## config.mk

```make
export PLATFORM = sky130hd
export DESIGN_NAME = downlink_frame_checker_top_flat
export DESIGN_NICKNAME = d
export VERILOG_FILES = /design/src/rtl/dfc_pkg.sv /design/src/rtl/dfc_intf.sv /design/src/rtl/dfc_cfg_regs.sv /design/src/rtl/dfc_crc.sv /design/src/rtl/dfc_frame_ctrl.sv /design/src/rtl/downlink_frame_checker_top.sv /design/src/flat_wrapper.sv
export SDC_FILE = /design/constraint.sdc
export NUM_CORES = 1
export LEC_CHECK = 0
export BUFFER_PORTS_ARGS = -buffer_cell sky130_fd_sc_hd__buf_2
export CAP_MARGIN = 10
export CORE_ASPECT_RATIO = 0.9
export CORE_MARGIN = 2
export CORE_UTILIZATION = 35
export DETAILED_ROUTE_END_ITERATION = 16
export PLACE_DENSITY = 0.63
export SLEW_MARGIN = 20
export SYNTH_ARGS = -nofsm -noshare
export SYNTH_HDL_FRONTEND = slang
export SYNTH_SLANG_ARGS = --single-unit
```

## constraint.sdc

```tcl
create_clock -name clk_i -period 3.1 [get_ports clk_i]
set_clock_uncertainty 0.1 [all_clocks]
set_input_delay 0.62 -clock clk_i [delete_from_list [all_inputs] [get_ports clk_i]]
set_output_delay 0.62 -clock clk_i [all_outputs]
set_load 0.005 [all_outputs]
```

## src/rtl/dfc_pkg.sv

```systemverilog
// Package for the downlink frame checker: field widths, CRC constants,
// configuration register codes and the structs passed between modules.
// No dependencies.
package dfc_pkg;

  localparam int unsigned ByteW    = 8;
  localparam int unsigned FlagsW   = 16;
  localparam int unsigned CrcW     = 16;
  localparam int unsigned CountW   = 3;
  localparam int unsigned CfgIdxW  = 8;

  localparam logic [CrcW-1:0]   CrcPoly  = 16'h1021;
  localparam logic [CrcW-1:0]   CrcInit  = 16'hFFFF;
  localparam int unsigned       FrameLen = 6;
  localparam logic [CountW-1:0] CountMax = 3'd7;

  localparam logic [ByteW-1:0] MyNodeReset  = 8'd0;
  localparam logic [ByteW-1:0] ProtoIdReset = 8'd1;

  // Configuration register indexes
  typedef enum logic [CfgIdxW-1:0] {
    REG_MY_NODE  = 8'd0,
    REG_PROTO_ID = 8'd1
  } cfg_reg_e;

  // Current register values
  typedef struct packed {
    logic [ByteW-1:0] my_node;
    logic [ByteW-1:0] proto_id;
  } cfg_t;

  // One result transaction
  typedef struct packed {
    logic              frame_ok;
    logic [ByteW-1:0]  node_id;
    logic [FlagsW-1:0] flags;
  } res_t;

endpackage

```

## src/rtl/dfc_intf.sv

```systemverilog
// Channel interfaces of the downlink frame checker: byte input, result output
// and configuration write. Depends on dfc_pkg for field widths.
interface dfc_in_if;
  import dfc_pkg::*;
  logic             valid;
  logic             ready;
  logic [ByteW-1:0] data_byte;
  logic             last_byte;
  modport source (output valid, data_byte, last_byte, input ready);
  modport sink   (input valid, data_byte, last_byte, output ready);
endinterface

interface dfc_out_if;
  import dfc_pkg::*;
  logic              valid;
  logic              ready;
  logic              frame_ok;
  logic [ByteW-1:0]  node_id;
  logic [FlagsW-1:0] flags;
  modport source (output valid, frame_ok, node_id, flags, input ready);
  modport sink   (input valid, frame_ok, node_id, flags, output ready);
endinterface

interface dfc_cfg_if;
  import dfc_pkg::*;
  logic               valid;
  logic               ready;
  logic [CfgIdxW-1:0] index;
  logic [ByteW-1:0]   data;
  modport source (output valid, index, data, input ready);
  modport sink   (input valid, index, data, output ready);
endinterface

```

## src/rtl/dfc_cfg_regs.sv

```systemverilog
// Configuration registers of the downlink frame checker (node id, protocol).
// Depends on dfc_pkg.
module dfc_cfg_regs
  import dfc_pkg::*;
(
  input  logic               clk_i,
  input  logic               rst_ni,
  input  logic               wr_i,
  input  logic [CfgIdxW-1:0] idx_i,
  input  logic [ByteW-1:0]   data_i,
  output cfg_t               cfg_o
);

  cfg_t cfg_q, cfg_d;

  // Decode the write; unknown indexes are dropped
  always_comb begin
    cfg_d = cfg_q;
    if (wr_i) begin
      unique case (idx_i)
        REG_MY_NODE:  cfg_d.my_node  = data_i;
        REG_PROTO_ID: cfg_d.proto_id = data_i;
        default:      cfg_d = cfg_q;
      endcase
    end
  end

  always_ff @(posedge clk_i or negedge rst_ni) begin
    if (!rst_ni) begin
      cfg_q.my_node  <= MyNodeReset;
      cfg_q.proto_id <= ProtoIdReset;
    end else begin
      cfg_q <= cfg_d;
    end
  end

  assign cfg_o = cfg_q;

endmodule

```

## src/rtl/dfc_crc.sv

```systemverilog
// One-byte update of CRC-16/CCITT-FALSE, MSB first, unrolled over eight bits.
// Depends on dfc_pkg.
module dfc_crc
  import dfc_pkg::*;
(
  input  logic [CrcW-1:0]  crc_i,
  input  logic [ByteW-1:0] byte_i,
  output logic [CrcW-1:0]  crc_o
);

  logic [CrcW-1:0] c;

  // Shift the byte through the polynomial divider, one bit a step
  always_comb begin
    c = crc_i ^ {byte_i, {(CrcW-ByteW){1'b0}}};
    for (int i = 0; i < ByteW; i++) begin
      if (c[CrcW-1]) begin
        c = {c[CrcW-2:0], 1'b0} ^ CrcPoly;
      end else begin
        c = {c[CrcW-2:0], 1'b0};
      end
    end
    crc_o = c;
  end

endmodule

```

## src/rtl/dfc_frame_ctrl.sv

```systemverilog
// Frame state of the downlink frame checker: byte count, running CRC, held
// fields, and the pass/fail check on the last byte. Depends on dfc_pkg, dfc_crc.
module dfc_frame_ctrl
  import dfc_pkg::*;
(
  input  logic             clk_i,
  input  logic             rst_ni,
  input  logic             step_i,
  input  logic [ByteW-1:0] byte_i,
  input  logic             last_i,
  input  cfg_t             cfg_i,
  output res_t             res_o
);

  localparam logic [CountW-1:0] LastIdx = CountW'(FrameLen - 1);

  logic [CountW-1:0] cnt_q, cnt_d;
  logic [CrcW-1:0]   crc_q, crc_d, crc_upd;
  logic              proto_q, proto_d;
  logic [ByteW-1:0]  node_q, node_d;
  logic [FlagsW-1:0] flags_q, flags_d;
  logic [ByteW-1:0]  crc_lo_q, crc_lo_d;
  logic              ok;

  dfc_crc u_crc (
    .crc_i  (crc_q),
    .byte_i (byte_i),
    .crc_o  (crc_upd)
  );

  // Pass only a six-byte frame with matching protocol, CRC and address
  assign ok = (cnt_q == LastIdx) && proto_q && (crc_q == {byte_i, crc_lo_q})
              && (node_q == cfg_i.my_node);

  assign res_o.frame_ok = ok;
  assign res_o.node_id  = ok ? node_q : '0;
  assign res_o.flags    = ok ? flags_q : '0;

  // Capture the field at the current offset, then advance or clear
  always_comb begin
    cnt_d    = cnt_q;
    crc_d    = crc_q;
    proto_d  = proto_q;
    node_d   = node_q;
    flags_d  = flags_q;
    crc_lo_d = crc_lo_q;
    if (step_i) begin
      case (cnt_q)
        3'd0: begin
          proto_d = (byte_i == cfg_i.proto_id);
          crc_d   = crc_upd;
        end
        3'd1: begin
          node_d = byte_i;
          crc_d  = crc_upd;
        end
        3'd2: begin
          flags_d[ByteW-1:0] = byte_i;
          crc_d              = crc_upd;
        end
        3'd3: begin
          flags_d[FlagsW-1:ByteW] = byte_i;
          crc_d                   = crc_upd;
        end
        3'd4:    crc_lo_d = byte_i;
        default: ;
      endcase
      if (last_i) begin
        cnt_d    = '0;
        crc_d    = CrcInit;
        proto_d  = 1'b0;
        node_d   = '0;
        flags_d  = '0;
        crc_lo_d = '0;
      end else if (cnt_q != CountMax) begin
        cnt_d = cnt_q + 1'b1;
      end
    end
  end

  always_ff @(posedge clk_i or negedge rst_ni) begin
    if (!rst_ni) begin
      cnt_q    <= '0;
      crc_q    <= CrcInit;
      proto_q  <= 1'b0;
      node_q   <= '0;
      flags_q  <= '0;
      crc_lo_q <= '0;
    end else begin
      cnt_q    <= cnt_d;
      crc_q    <= crc_d;
      proto_q  <= proto_d;
      node_q   <= node_d;
      flags_q  <= flags_d;
      crc_lo_q <= crc_lo_d;
    end
  end

endmodule

```

## src/rtl/downlink_frame_checker_top.sv

```systemverilog
// Top level of the downlink frame checker: input register, frame state and
// result register. Depends on dfc_pkg, dfc_intf, dfc_cfg_regs, dfc_frame_ctrl.
//
// Usage:
//   in_i   carries one frame byte per transaction, last_byte on the final one.
//   out_o  carries one result transaction per frame (frame_ok, node_id,
//          flags), issued for the byte that has last_byte set.
//   cfg_i  writes my_node (index 0) or proto_id (index 1); always ready.
//          Write only while no frame byte is in flight.
// Throughput: one byte per cycle, sustained, unless a final byte waits on a
//   stuck result. Each byte passes an input register and is folded into the
//   frame state by one unrolled CRC step. The final byte's verdict is loaded
//   into the result register from the input register.
// Reset: frame state clears (CRC to 0xFFFF), my_node to 0, proto_id to 1,
//   both channels empty.
// Stall: a waiting result holds in the result register. Non-final bytes keep
//   flowing; a final byte waits in the input register until the result is
//   taken, and in_i.ready falls only then.
module downlink_frame_checker_top
  import dfc_pkg::*;
(
  input  logic      clk_i,
  input  logic      rst_ni,
  dfc_cfg_if.sink   cfg_i,
  dfc_in_if.sink    in_i,
  dfc_out_if.source out_o
);

  cfg_t             cfg;
  res_t             res;
  logic             in_vld_q, in_vld_d;
  logic [ByteW-1:0] in_byte_q;
  logic             in_last_q;
  logic             adv;
  logic             out_vld_q, out_vld_d;
  res_t             out_q;

  assign cfg_i.ready = 1'b1;

  dfc_cfg_regs u_cfg (
    .clk_i  (clk_i),
    .rst_ni (rst_ni),
    .wr_i   (cfg_i.valid),
    .idx_i  (cfg_i.index),
    .data_i (cfg_i.data),
    .cfg_o  (cfg)
  );

  // Advance the held byte unless it produces a result with no room for it
  assign adv         = in_vld_q && (!in_last_q || !out_vld_q || out_o.ready);
  assign in_i.ready  = !in_vld_q || adv;

  always_comb begin
    in_vld_d = in_vld_q;
    if (in_i.ready) begin
      in_vld_d = in_i.valid;
    end
  end

  always_ff @(posedge clk_i or negedge rst_ni) begin
    if (!rst_ni) begin
      in_vld_q <= 1'b0;
    end else begin
      in_vld_q <= in_vld_d;
    end
  end

  // Input payload: load on every transaction
  always_ff @(posedge clk_i) begin
    if (in_i.valid && in_i.ready) begin
      in_byte_q <= in_i.data_byte;
      in_last_q <= in_i.last_byte;
    end
  end

  dfc_frame_ctrl u_frame (
    .clk_i  (clk_i),
    .rst_ni (rst_ni),
    .step_i (adv),
    .byte_i (in_byte_q),
    .last_i (in_last_q),
    .cfg_i  (cfg),
    .res_o  (res)
  );

  // Result register: load on a final byte, drop once taken
  always_comb begin
    out_vld_d = out_vld_q;
    if (adv && in_last_q) begin
      out_vld_d = 1'b1;
    end else if (out_o.ready) begin
      out_vld_d = 1'b0;
    end
  end

  always_ff @(posedge clk_i or negedge rst_ni) begin
    if (!rst_ni) begin
      out_vld_q <= 1'b0;
    end else begin
      out_vld_q <= out_vld_d;
    end
  end

  always_ff @(posedge clk_i) begin
    if (adv && in_last_q) begin
      out_q <= res;
    end
  end

  assign out_o.valid    = out_vld_q;
  assign out_o.frame_ok = out_q.frame_ok;
  assign out_o.node_id  = out_q.node_id;
  assign out_o.flags    = out_q.flags;

endmodule

```

## src/flat_wrapper.sv

```systemverilog
// flat-port wrapper written by rule: the top's interface ports become plain ports
module downlink_frame_checker_top_flat import dfc_pkg::*;
  (clk_i, rst_ni, cfg_i_valid, cfg_i_index, cfg_i_data, cfg_i_ready, in_i_valid, in_i_data_byte, in_i_last_byte, in_i_ready, out_o_valid, out_o_frame_ok, out_o_node_id, out_o_flags, out_o_ready);
  dfc_cfg_if cfg_i_i ();
  dfc_in_if in_i_i ();
  dfc_out_if out_o_i ();
  input  logic clk_i;
  input  logic rst_ni;
  input wire logic [$bits(cfg_i_i.valid)-1:0] cfg_i_valid;
  input wire logic [$bits(cfg_i_i.index)-1:0] cfg_i_index;
  input wire logic [$bits(cfg_i_i.data)-1:0] cfg_i_data;
  output wire logic [$bits(cfg_i_i.ready)-1:0] cfg_i_ready;
  input wire logic [$bits(in_i_i.valid)-1:0] in_i_valid;
  input wire logic [$bits(in_i_i.data_byte)-1:0] in_i_data_byte;
  input wire logic [$bits(in_i_i.last_byte)-1:0] in_i_last_byte;
  output wire logic [$bits(in_i_i.ready)-1:0] in_i_ready;
  output wire logic [$bits(out_o_i.valid)-1:0] out_o_valid;
  output wire logic [$bits(out_o_i.frame_ok)-1:0] out_o_frame_ok;
  output wire logic [$bits(out_o_i.node_id)-1:0] out_o_node_id;
  output wire logic [$bits(out_o_i.flags)-1:0] out_o_flags;
  input wire logic [$bits(out_o_i.ready)-1:0] out_o_ready;
  assign cfg_i_i.valid = cfg_i_valid;
  assign cfg_i_i.index = cfg_i_index;
  assign cfg_i_i.data = cfg_i_data;
  assign cfg_i_ready = cfg_i_i.ready;
  assign in_i_i.valid = in_i_valid;
  assign in_i_i.data_byte = in_i_data_byte;
  assign in_i_i.last_byte = in_i_last_byte;
  assign in_i_ready = in_i_i.ready;
  assign out_o_valid = out_o_i.valid;
  assign out_o_frame_ok = out_o_i.frame_ok;
  assign out_o_node_id = out_o_i.node_id;
  assign out_o_flags = out_o_i.flags;
  assign out_o_i.ready = out_o_ready;
  downlink_frame_checker_top u_core (.clk_i(clk_i), .rst_ni(rst_ni), .cfg_i(cfg_i_i), .in_i(in_i_i), .out_o(out_o_i));
endmodule
```

# --- After elaboration in Yosys (flattened, before gate mapping) ---
# Index checks and enable logic that the tools add are counted.
classes:
  add_sub_neg: 1
  n_eq_ne: 10
  n_mux: 23
  bitwise_logic: 9
  reduce_logical: 32
ops:
  columns: ["operator", "count"]
  rows:
  - ["$mux 13", 8]
  - ["$mux 16", 3]
  - ["$mux 8", 6]
  - ["$not 3->3", 8]
  - ["$reduce_and 2->1", 9]
  - ["$eq 16x16->1", 1]
  - ["$eq 8x8->1", 2]
  - ["$reduce_bool 2->1", 8]
  - ["$xor 16x16->16", 1]
  - ["$eq 8x1->1 const B", 1]
  - ["$logic_not 8->1", 1]
  - ["$eq 3x2->1 const B", 2]
  - ["$eq 3x3->1 const B", 2]
  - ["$logic_and 1x1->1", 6]
  - ["$mux 3", 2]
  - ["$mux 1", 4]
  - ["$reduce_or 4->1", 1]
  - ["$add 3x1->3 const B", 1]
  - ["$eq 3x1->1 const B", 1]
  - ["$logic_not 1->1", 3]
  - ["$logic_not 3->1", 1]
  - ["$logic_or 1x1->1", 3]
  - ["$ne 3x3->1 const B", 1]
totals:
  regBits: 104
  in_bits: 30
  out_inout_bits: 28
  word_cells: 91

# --- Depth between registers and ports, before layout ---
# Gate-level depths: netlist of run 1.
depth:
  depth_word: 19
  mapped_depth: 9
  mapped_depth_nobuf: 6

# --- Modules after synthesis ---
# A second synthesis of run 1 with hierarchy kept.
hier_totals:
  hier_cells: 349
  area_unflattened_um2: 5016.1
modules_own_cells:
  columns: ["module", "n_inst", "cells_per_inst", "area_each_um2", "seq_area_each_um2"]
  rows:
  - ["dfc_frame_ctrl", 1, 240, 2821.5, 1321.3]
  - ["downlink_frame_checker_top", 1, 46, 1138.6, 1071.0]
  - ["dfc_cfg_regs", 1, 38, 660.6, 401.6]
  - ["dfc_crc", 1, 25, 395.4, 0.0]

# --- Worst setup path before layout of run 1 ---
# No wires, ideal clock.
synth_timing:
  path_kind: "in2reg"
  startpoint: "input port out_o_ready"
  endpoint: "register u_core.out_q, in the netlist u_core.out_o.flags[0] (enable)"
  setup_ns: 0.407
  arrival_time_ns: 2.383
  required_time_ns: 2.593
  path_slack_ns: 0.210
  stages: 5
  path_buffers: 2
  cell_sequence: "and3b_1 > clkbuf_1 > nand2b_1 > clkbuf_1 > nor2_1"
synth_via:
  elab_chain_len: 3
synth_rtl:
  columns: ["item", "line", "source"]
  rows:
  - ["start, declared", "flat_wrapper.sv:21", "input wire logic [$bits(out_o_i.ready)-1:0] out_o_ready;"]
  - ["$logic_or 1x1->1", "downlink_frame_checker_top.sv:50", "assign adv = in_vld_q && (!in_last_q || !out_vld_q || out_o.ready);"]
  - ["$logic_and 1x1->1", "downlink_frame_checker_top.sv:50", null]
  - ["$logic_and 1x1->1", "downlink_frame_checker_top.sv:105", "if (adv && in_last_q) begin"]
  - ["end signal, assigned", "downlink_frame_checker_top.sv:106", "out_q <= res;"]
  - ["end, declared", "downlink_frame_checker_top.sv:36", "res_t out_q;"]
# No other way between the ends.
# A chain may end at the register's enable or synchronous reset.

# --- Worst setup path in the final report of run 1 ---
layout_timing:
  startpoint: "register u_core.in_byte_q[5]"
  endpoint: "register u_core.out_q, in the netlist u_core.out_o.flags[2] (data pin)"
layout_via:
  elab_chain_len: 3
layout_rtl:
  columns: ["item", "line", "source"]
  rows:
  - ["start, declared", "downlink_frame_checker_top.sv:32", "logic [ByteW-1:0] in_byte_q;"]
  - ["start signal, assigned", "downlink_frame_checker_top.sv:71", "in_byte_q <= in_i.data_byte;"]
  - ["$eq 16x16->1", "dfc_frame_ctrl.sv:32", "assign ok = (cnt_q == LastIdx) && proto_q && (crc_q == {byte_i, crc_lo_q})"]
  - ["$logic_and 1x1->1", "dfc_frame_ctrl.sv:32", null]
  - ["$logic_and 1x1->1", "dfc_frame_ctrl.sv:33", "&& (node_q == cfg_i.my_node);"]
# No other way between the ends.

==> impl_metrics.ini, run 1 <==
[cts]
htreeDepth = 3
clkLatencyLatePin_ns = 0.35
cts.sinks = 104
path_clk_slew_ns = 0.07
clockBufferDepth = 2
cts_root_buf = clkbuf_16
post_cts_buffers = 0
cts_resized = 0
cts_buffers = 9
cts_tree = built
cts_hold_buf = 0

[synth]
yosysMostFrequentCell = dfrtp_1
synth_enable_flop_cells = 34
syn-mean-instance-area_um2 = 11.9
synth_area_mm2 = 0.00496
syn_nets = 454
synthTopCellsByArea = dfrtp_1 (27%), edfxtp_1 (21%), dfstp_2 (9.0%)
ys.flop_type = dfrtp_1
async_flop_share_pct = 67.3
synth_seq_cells = 104
syn_inst = 418
ys_seq_area_share_pct = 56.3
synth_top_area_cell = dfrtp_1
synthTopCellsByCount = dfrtp_1 (53), edfxtp_1 (34), xnor2_1 (34)
synth_cell_types = 44
ys_warn_count = 0
synth_top_area_share_pct = 26.7

[routing]
totalWireLength_um = 10600
ant_nets = 0
vias = 3269
wl_met3_um = 536
top_layer_used = met4
drc = 0
drt_iter0_drc = 282
routed-wl-met2_um = 5110
wirelength_met1_um = 4820
wl_per_cell_um = 16.0
vias_per_cell = 4.95
detailedRoute.firstPassIterationCount = 5

[place]
place.gp.congestion = 0.778
post-place-cells = 645
hpwl_um = 7420
io_buffers = 56

[setup_path]
cp_num_buf_inv = 1
cpMaxStageDelayCell = edfxtp_1
startpoint = u_core.in_byte_q[5]
crit_type = flop to flop
cpPeakStageDelay_ns = 0.58
arrival_ns = 2.44
cp_cell_sequence = xor2_2, nand4b_1, or4_1, buf_4, nor3_1
cp_max_fo = 25
required_ns = 3.17
cp-end-kind = flop
startpoint_type = flop
worst_path_dominant_cell_family = simple AND/OR/NAND/NOR gates
worstReg2RegStart = u_core.in_byte_q[5]

[sta]
relSlewSlack_pct = 61.6
worst-slew-pin-transition_ns = 0.574
maxClockFrequency_ghz = 0.421
rsz0062_at_grt = false
fin_tns_setup_ns = 0
fin_crit_ns = 2.37
min_period_over_period_pct = 76.6
finalSetupViolCount = 0
final_max_slew_viol_count = 0
finalHoldViolCount = 0

[die]
start_util_pct = 35.5
fp.coreArea_mm2 = 0.0140
pin_count = 58
placementRows = 41
fp.dieW_um = 129
die_area_mm2 = 0.0151
dieHeight_um = 117

[layout]
nNetsFinal = 499
drive_gt1_share_pct = 30.8
area_delta_synth_final_pct = 14.8
instances_no_fill = 661
post-route-util_pct = 40.8
antenna_cells = 0

[worst_hold_path]
hp-class = primary input to asynchronous set/reset pin

[global_route]
grt_pass1_wl_um = 17000
overflow = 0
grt_max_degree = 71
grt.total_usage_pct = 14.6
grt_pass1_vias = 3240
antenna_found_initial = 0

[flow_run]
maxCapViolCount = 0

[status]
outcome = complete, no violations

[power_and_ir_drop]
vdd_drop_max_mv = 0.341
p_leak_nw = 2.23
powerDensity_mw_per_mm2 = 777
[where the power goes]
part	internal [mW]	total [mW]	switching (mW)
Clock	0.651	1.16	0.510
Sequential	1.78	2.06	0.286
Combinational	0.590	1.20	0.610
Total	3.02	4.42	1.40
[metal layers]
| layer | GRT usage (%) | up-vias |
|---|---|---|
| met1 | 20.1 | 1608 |
| met4 | 5.88 | 0 |
| met2 | 23.6 | 89 |
| li1 | - | 1558 |
| met5 | 0 | - |
| met3 | 2.18 | 14 |
[stage by stage]
stage	instance area, um^2	hold slack [ns]	setup WS, ns	total power [mW]
global route	5690	0.224	0.658	4.68
detailed placement	5390	0.371	0.685	3.28
floorplan	4960	0.224	0.210	2.97
CTS	5690	0.208	0.707	4.44
finish	5690	0.203	0.727	4.42
global placement	5390	0.362	0.731	3.24
[sequential cells by signal, indices dropped and copies added, names as in the netlist, 3 cells and up]
register                 count
u_core.in_byte_q             8
u_core.out_o.flags          16
u_core.out_o.node_id         8
u_core.u_cfg.cfg_o          16
u_core.u_frame.cnt_q         3
u_core.u_frame.crc_lo_q      8
u_core.u_frame.crc_q        16
u_core.u_frame.flags_q      16
u_core.u_frame.node_q        8
[final timing paths]
| path | endpoint | slack (ns) | depth (start not counted) |
|---|---|---|---|
| worst max-delay path | u_core.out_o.flags[2] | 0.73 | 5 |
| worst min-delay path | u_core.u_frame.crc_lo_q[0] | 0.20 | 2 |
| worst max register to register | u_core.out_o.flags[2] | 0.73 | 5 |
| worst min register to register | u_core.u_frame.flags_q[10] | 0.38 | 2 |
| max in group asynchronous | u_core.u_cfg.cfg_o[0] | 2.36 | 2 |
| min in group clk_i | u_core.in_last_q | 0.35 | 1 |
[layout by cell type, fill, tap and decap left out, types with 4 or more instances in the layout]
cell       count
a21oi_1       14
a22oi_1       25
a31oi_1        5
buf_2         56
buf_4          9
clkbuf_16      9
dfrtp_1       53
dfstp_2       17
edfxtp_1      34
ha_1           6
inv_1         29
mux2_2        16
nand2_1       27
nand2b_1       4
nand4_1        6
nor2_1         6
nor3_1        10
nor3_2        22
o21ai_0       14
o21ai_1        4
o22a_1         8
o22ai_1       20
xnor2_1       34
xor2_1        11
[layout make-up]
class	instances	area, um^2
Inverter	30	113
Clock buffer	10	239
Tap cell	193	241
Clock inverter	6	67.6
Multi-Input combinational cell	252	1870
Timing Repair Buffer	66	368
Sequential cell	104	2790
Fill cell	1341	8260
[cells by family (layout without fill, tap and decap cells)]
kind of cell | Yosys count | count (layout) | synth area share [%]
flops | 104 | 104 | 56.3
compound gates | 91 | 91 | 11.7
simple gates | 90 | 90 | 11.6
buf+inv | 62 | 112 | 5.98
xor+xnor | 48 | 48 | 9.16
mux | 16 | 16 | 3.63
fa+ha+maj | 6 | 6 | 1.51
other cells | 1 | 1 | 0.0756
(Power assumes the default switching activity.)
==> run 2, diff against run 1 <==
Clock period 3.1 ns to 2.2 ns, I/O delays scaled along.
==> run 2 against run 1 <==
  * Utilization rose by 0.94 points
  * Flip-flop and latch count did not move
  * Non-clock buffer count rose by 14
  * Maximum frequency rose by 13%
  * Critical endpoint is now u_core.out_o.flags[3]
  * Highest routed layer unchanged
==> impl_metrics.ini, run 2 (synthesized netlist as in run 1, its figures left out) <==
[place]
io_buffers = 56
post-place-cells = 659
dpl-instance-area_mm2 = 0.00552
hpwl_um = 7540
place.gp.congestion = 0.874

[routing]
detailedRoute.firstPassIterationCount = 4
drc = 0
vias_per_cell = 4.94
vias = 3336
ant_nets = 0
drt_iter0_drc = 375
totalWireLength_um = 10800
wl_per_cell_um = 16.0

[power_and_ir_drop]
p_leak_nw = 2.31
vdd_drop_max_mv = 0.472
powerDensity_mw_per_mm2 = 1080

[cts]
htreeDepth = 3
cts_hold_buf = 0
post_cts_buffers = 0
cts.sinks = 104
cts_resized = 0
path_clk_slew_ns = 0.07
clockBufferDepth = 2
clkLatencyLatePin_ns = 0.35
cts_tree = built
cts_buffers = 9
cts_root_buf = clkbuf_16

[sta]
fin_tns_setup_ns = 0
rsz0062_at_grt = false
worst-slew-pin-transition_ns = 0.619
maxClockFrequency_ghz = 0.474
final_max_slew_viol_count = 0
min_period_over_period_pct = 95.8
timing.hold.ws_ns = 0.0170
relSlewSlack_pct = 58.8
fin_crit_ns = 2.11
finalSetupViolCount = 0
finalHoldViolCount = 0

[layout]
drive_gt1_share_pct = 32.8
multi_input_area_mm2 = 0.00188
fillers = 1328
regArea_mm2 = 0.00279
area_delta_synth_final_pct = 17.5
fin_area_mm2 = 0.00583
antenna_cells = 0
instances_no_fill = 675
nNetsFinal = 513
most-common-layout-cells = buf_2 (56), dfrtp_1 (53), xnor2_1 (34), edfxtp_1 (34), inv_1 (29)
final_common_cell = buf_2

[global_route]
grt_pass1_wl_um = 17300
overflow = 0
grt_pass1_vias = 3263
grt.total_usage_pct = 15.2
grt_max_degree = 67
antenna_found_initial = 0

[die]
placementRows = 41
pin_count = 58
dieHeight_um = 117
die_area_mm2 = 0.0151
fp.coreArea_mm2 = 0.0140
fp.dieW_um = 129
start_util_pct = 35.5

[worst_hold_path]
hp-class = primary input to asynchronous set/reset pin

[setup_path]
startpoint_type = flop
cp-end-kind = flop
required_ns = 2.29
cp_max_fo = 25
crit_type = flop to flop
arrival_ns = 2.20
r2r_slack_ns = 0.09

[status]
outcome = complete, no violations

[flow_run]
maxCapViolCount = 0
-- run 2: area by class of cell --
class / instances / share of cell area [%]
clock buffer: 10 / 4.10
tap: 193 / 4.15
multi-input combinational: 252 / 32.3
inverter: 30 / 1.93
sequential: 104 / 48.0
timing repair buffer: 80 / 8.55
clock inverter: 6 / 1.01
-- run 2: per-stage QoR --
| stage | power, mW | setup WS (ns) | utilization (%) |
|---|---|---|---|
| after floorplan | 4.18 | 0.100 | - |
| after global placement | 4.67 | 0.129 | 39.6 |
| after detailed placement | 4.72 | 0.109 | 39.6 |
| after CTS | 6.35 | 0.0869 | 41.7 |
| after global routing | 6.69 | 0.0147 | 41.8 |
| final | 6.32 | 0.0917 | 41.8 |
-- run 2: layer usage --
metal  track usage [%]  vias up  part of all wire, %
li1                  -     1594                    -
met1              20.3     1637                   45
met2              23.7       85                   48
met3              3.05       20                  4.9
met4              7.67        0                  2.4
met5                 0        -                    0
-- run 2: report_power, final --
| part | total [mW] | switching (mW) | internal, mW | leakage [nW] |
|---|---|---|---|---|
| Sequential | 2.89 | 0.382 | 2.51 | 1.22 |
| Clock | 1.61 | 0.709 | 0.905 | 0.142 |
| Combinational | 1.81 | 0.922 | 0.892 | 0.948 |
-- run 2: path summary, 6_finish.rpt --
kind / start / to / cells after the start
setup / recovery: u_core.u_frame.crc_q[12] / u_core.out_o.flags[3] / 5
hold / removal: rst_ni / u_core.u_frame.crc_q[12] / 1
setup reg to reg: u_core.u_frame.crc_q[12] / u_core.out_o.flags[3] / 5
hold reg to reg: u_core.u_frame.flags_q[13] / u_core.u_frame.flags_q[13] / 2
max in group asynchronous: rst_ni / u_core.u_cfg.cfg_o[0] / 2
min in group clk_i: in_i_data_byte[5] / u_core.in_byte_q[5] / 1
-- run 2: worst max-delay path, cell delays in order (launching register included) --
cell and delay (ns):
dfstp_2 0.58, xnor2_4 0.15, nand4b_1 0.17, or4_1 0.56, buf_12 0.21, nor3_1 0.17
==> run 3, diff against run 2 <==
Settings changed: BUFFER_PORTS_ARGS -buffer_cell sky130_fd_sc_hd__buf_2 to not set, DONT_BUFFER_PORTS set to 1, PLACE_DENSITY 0.63 to not set, SYNTH_HIERARCHICAL set to 1.
==> run 3 against run 2 <==
  * Combinational power fell by 3%
  * Register-to-register slack improved by 0.09 ns
  * Sequential power fell by 3%
  * Clock power grew 6%
  * Utilization shrank 1.4 points
  * Non-clock buffer count down 64
  * Largest power group unchanged
==> impl_metrics.ini, run 3 <==
[cts]
cts_root_buf = clkbuf_16
htreeDepth = 3
cts.sinks = 104
clkLatencyLatePin_ns = 0.35
clockBufferDepth = 2
path_clk_slew_ns = 0.07
cts_resized = 0
cts_buffers = 9
cts_tree = built

[layout]
area_delta_synth_final_pct = 12.7
most-common-layout-cells = dfrtp_1 (53), edfxtp_1 (34), mux2_2 (32)
final_common_cell = dfrtp_1
fin_area_mm2 = 0.00565
antenna_cells = 0
nNetsFinal = 395
drive_gt1_share_pct = 29.1

[sta]
final_max_slew_viol_count = 0
min_period_over_period_pct = 91.7
finalHoldViolCount = 0
maxClockFrequency_ghz = 0.496
fin_crit_ns = 2.02
fin_tns_setup_ns = 0
finalSetupViolCount = 0
rsz0062_at_grt = false

[synth]
yosysMostFrequentCell = dfrtp_1
synth_area_mm2 = 0.00502
synth_enable_flop_cells = 34
ys_seq_area_share_pct = 55.7
synthTopCellsByCount = dfrtp_1 (53), edfxtp_1 (34), mux2_2 (32)
synth_top_area_share_pct = 26.4
syn_nets = 385
async_flop_share_pct = 67.3
synth_top_area_cell = dfrtp_1
synth_seq_cells = 104
ys.flop_type = dfrtp_1
synth_cell_types = 50
syn_inst = 349
syn-mean-instance-area_um2 = 14.4
ys_warn_count = 6
synthTopCellsByArea = dfrtp_1 (26%), edfxtp_1 (20%), dfstp_2 (8.9%)

[worst_hold_path]
min_path_cells = 0
hold_start = in_i_data_byte[1]
hp-class = primary input to flop
hold_end = u_core/in_byte_q[1]

[global_route]
overflow = 0
grt_max_degree = 71
grt_pass1_wl_um = 16500
grt.total_usage_pct = 14.4
grt_pass1_vias = 2831
antenna_found_initial = 0

[setup_path]
cp_max_fo = 15
arrival_ns = 2.18
startpoint_type = flop
r2r_slack_ns = 0.18
ff2ff_path_depth = 6
r2r-end = u_core/u_frame/flags_q[11]
cp-end-kind = flop
worstReg2RegStart = u_core/out_o.valid
required_ns = 2.37
crit_type = flop to flop

[place]
dpl-instance-area_mm2 = 0.00528
place.gp.congestion = 0.817
io_buffers = 0
hpwl_um = 7230

[die]
pin_count = 58
placementRows = 41
fp.dieW_um = 130
start_util_pct = 35.8
die_area_mm2 = 0.0153
dieHeight_um = 118
fp.coreArea_mm2 = 0.0140

[flow_run]
maxCapViolCount = 0

[routing]
totalWireLength_um = 10100
ant_nets = 0
vias_per_cell = 4.97
wl_per_cell_um = 18.1
vias = 2771
detailedRoute.firstPassIterationCount = 4
drc = 0
drt_iter0_drc = 165

[power_and_ir_drop]
powerDensity_mw_per_mm2 = 1110
vdd_drop_max_mv = 0.499
p_leak_nw = 2.37

[status]
outcome = complete, no violations
[run 3: cell count changes in the layout (fill, tap and decap cells not counted), sizes merged, moves of 11 or more]
cell   change
and4      +24
inv       -12
nand2     -21
mux2      +24
o21ai     -14
a21oi     -11
nor3      -29
buf       -65
a22oi     -25
[run 3: layout make-up]
type                       count  area, um^2
tap                          193         241
inverter                      14        52.6
fill                        1300        8350
clock inverter                 5        67.6
clock buffer                  11         264
sequential                   104        2790
timing repair buffer          16         155
multi-input combinational    214        2080
[run 3: cell families (layout without fill, tap and decap cells)]
logic type	after synthesis	after routing	share of synthesized area, %
adder cells (fa/ha/maj)	6	6	1.50
AO/OA/AOI/OAI	45	45	7.08
flip-flops	104	104	55.7
AND/OR/NAND/NOR	66	66	9.73
XOR/XNOR	56	56	13.4
buffers and inverters	31	46	2.94
other	1	1	0.0748
multiplexers	40	40	9.58
[run 3: power breakdown]
part,switching [mW],total [mW],internal (mW)
Sequential,0.348,2.80,2.45
Combinational,0.685,1.75,1.06
Clock,0.707,1.71,1.00
[run 3: metrics by stage]
stage / hold slack [ns] / worst slack [ns] / power (mW) / util (%) / std cells
after global routing: 0.0603 / 0.0199 / 6.60 / 40.4 / 557
after detailed placement: 0.0491 / 0.0127 / 4.54 / 37.7 / 539
after global placement: 0.0487 / 0.0480 / 4.48 / 37.7 / 539
final: 0.0855 / 0.184 / 6.25 / 40.4 / 557
after CTS: 0.0666 / 0.173 / 6.32 / 40.4 / 557
after floorplan: 0.0444 / 0.0346 / 4.19 / - / 349
[run 3: repair_timing]
action | 4_1_cts | 5_1_grt
hold buffers | 2 | 0
hold endpoints to repair | 70 | 0
setup buffers | 0 | 0
[run 3: worst max path at each step]
stage	start	end	slack, ns
finish	u_core/out_o.valid	u_core/u_frame/flags_q[11]	0.18
CTS	u_core/out_o.valid	u_core/u_frame/flags_q[14]	0.17
global route	u_core/out_o.valid	u_core/u_frame/flags_q[14]	0.02
detailed placement	cfg_i_index[6]	u_core/u_cfg/cfg_o[7]	0.01
global placement	cfg_i_index[6]	u_core/u_cfg/cfg_o[7]	0.05
floorplan	u_core/in_last_q	u_core/out_o.flags[0]	0.03
[run 3: critical path, cell delays in order (launching register included)]
cell,delay (ns)
dfrtp_1,0.41
nor2b_1,0.18
a21boi_1,0.38
buf_4,0.28
and2_1,0.31
a2bb2oi_1,0.11
o22ai_1,0.15
[run 3: routing by layer]
layer	GRT usage, %	wire [um]
met3	4.86	537
met4	3.49	138
met5	0	0
met2	20.9	4530
met1	20.9	4870
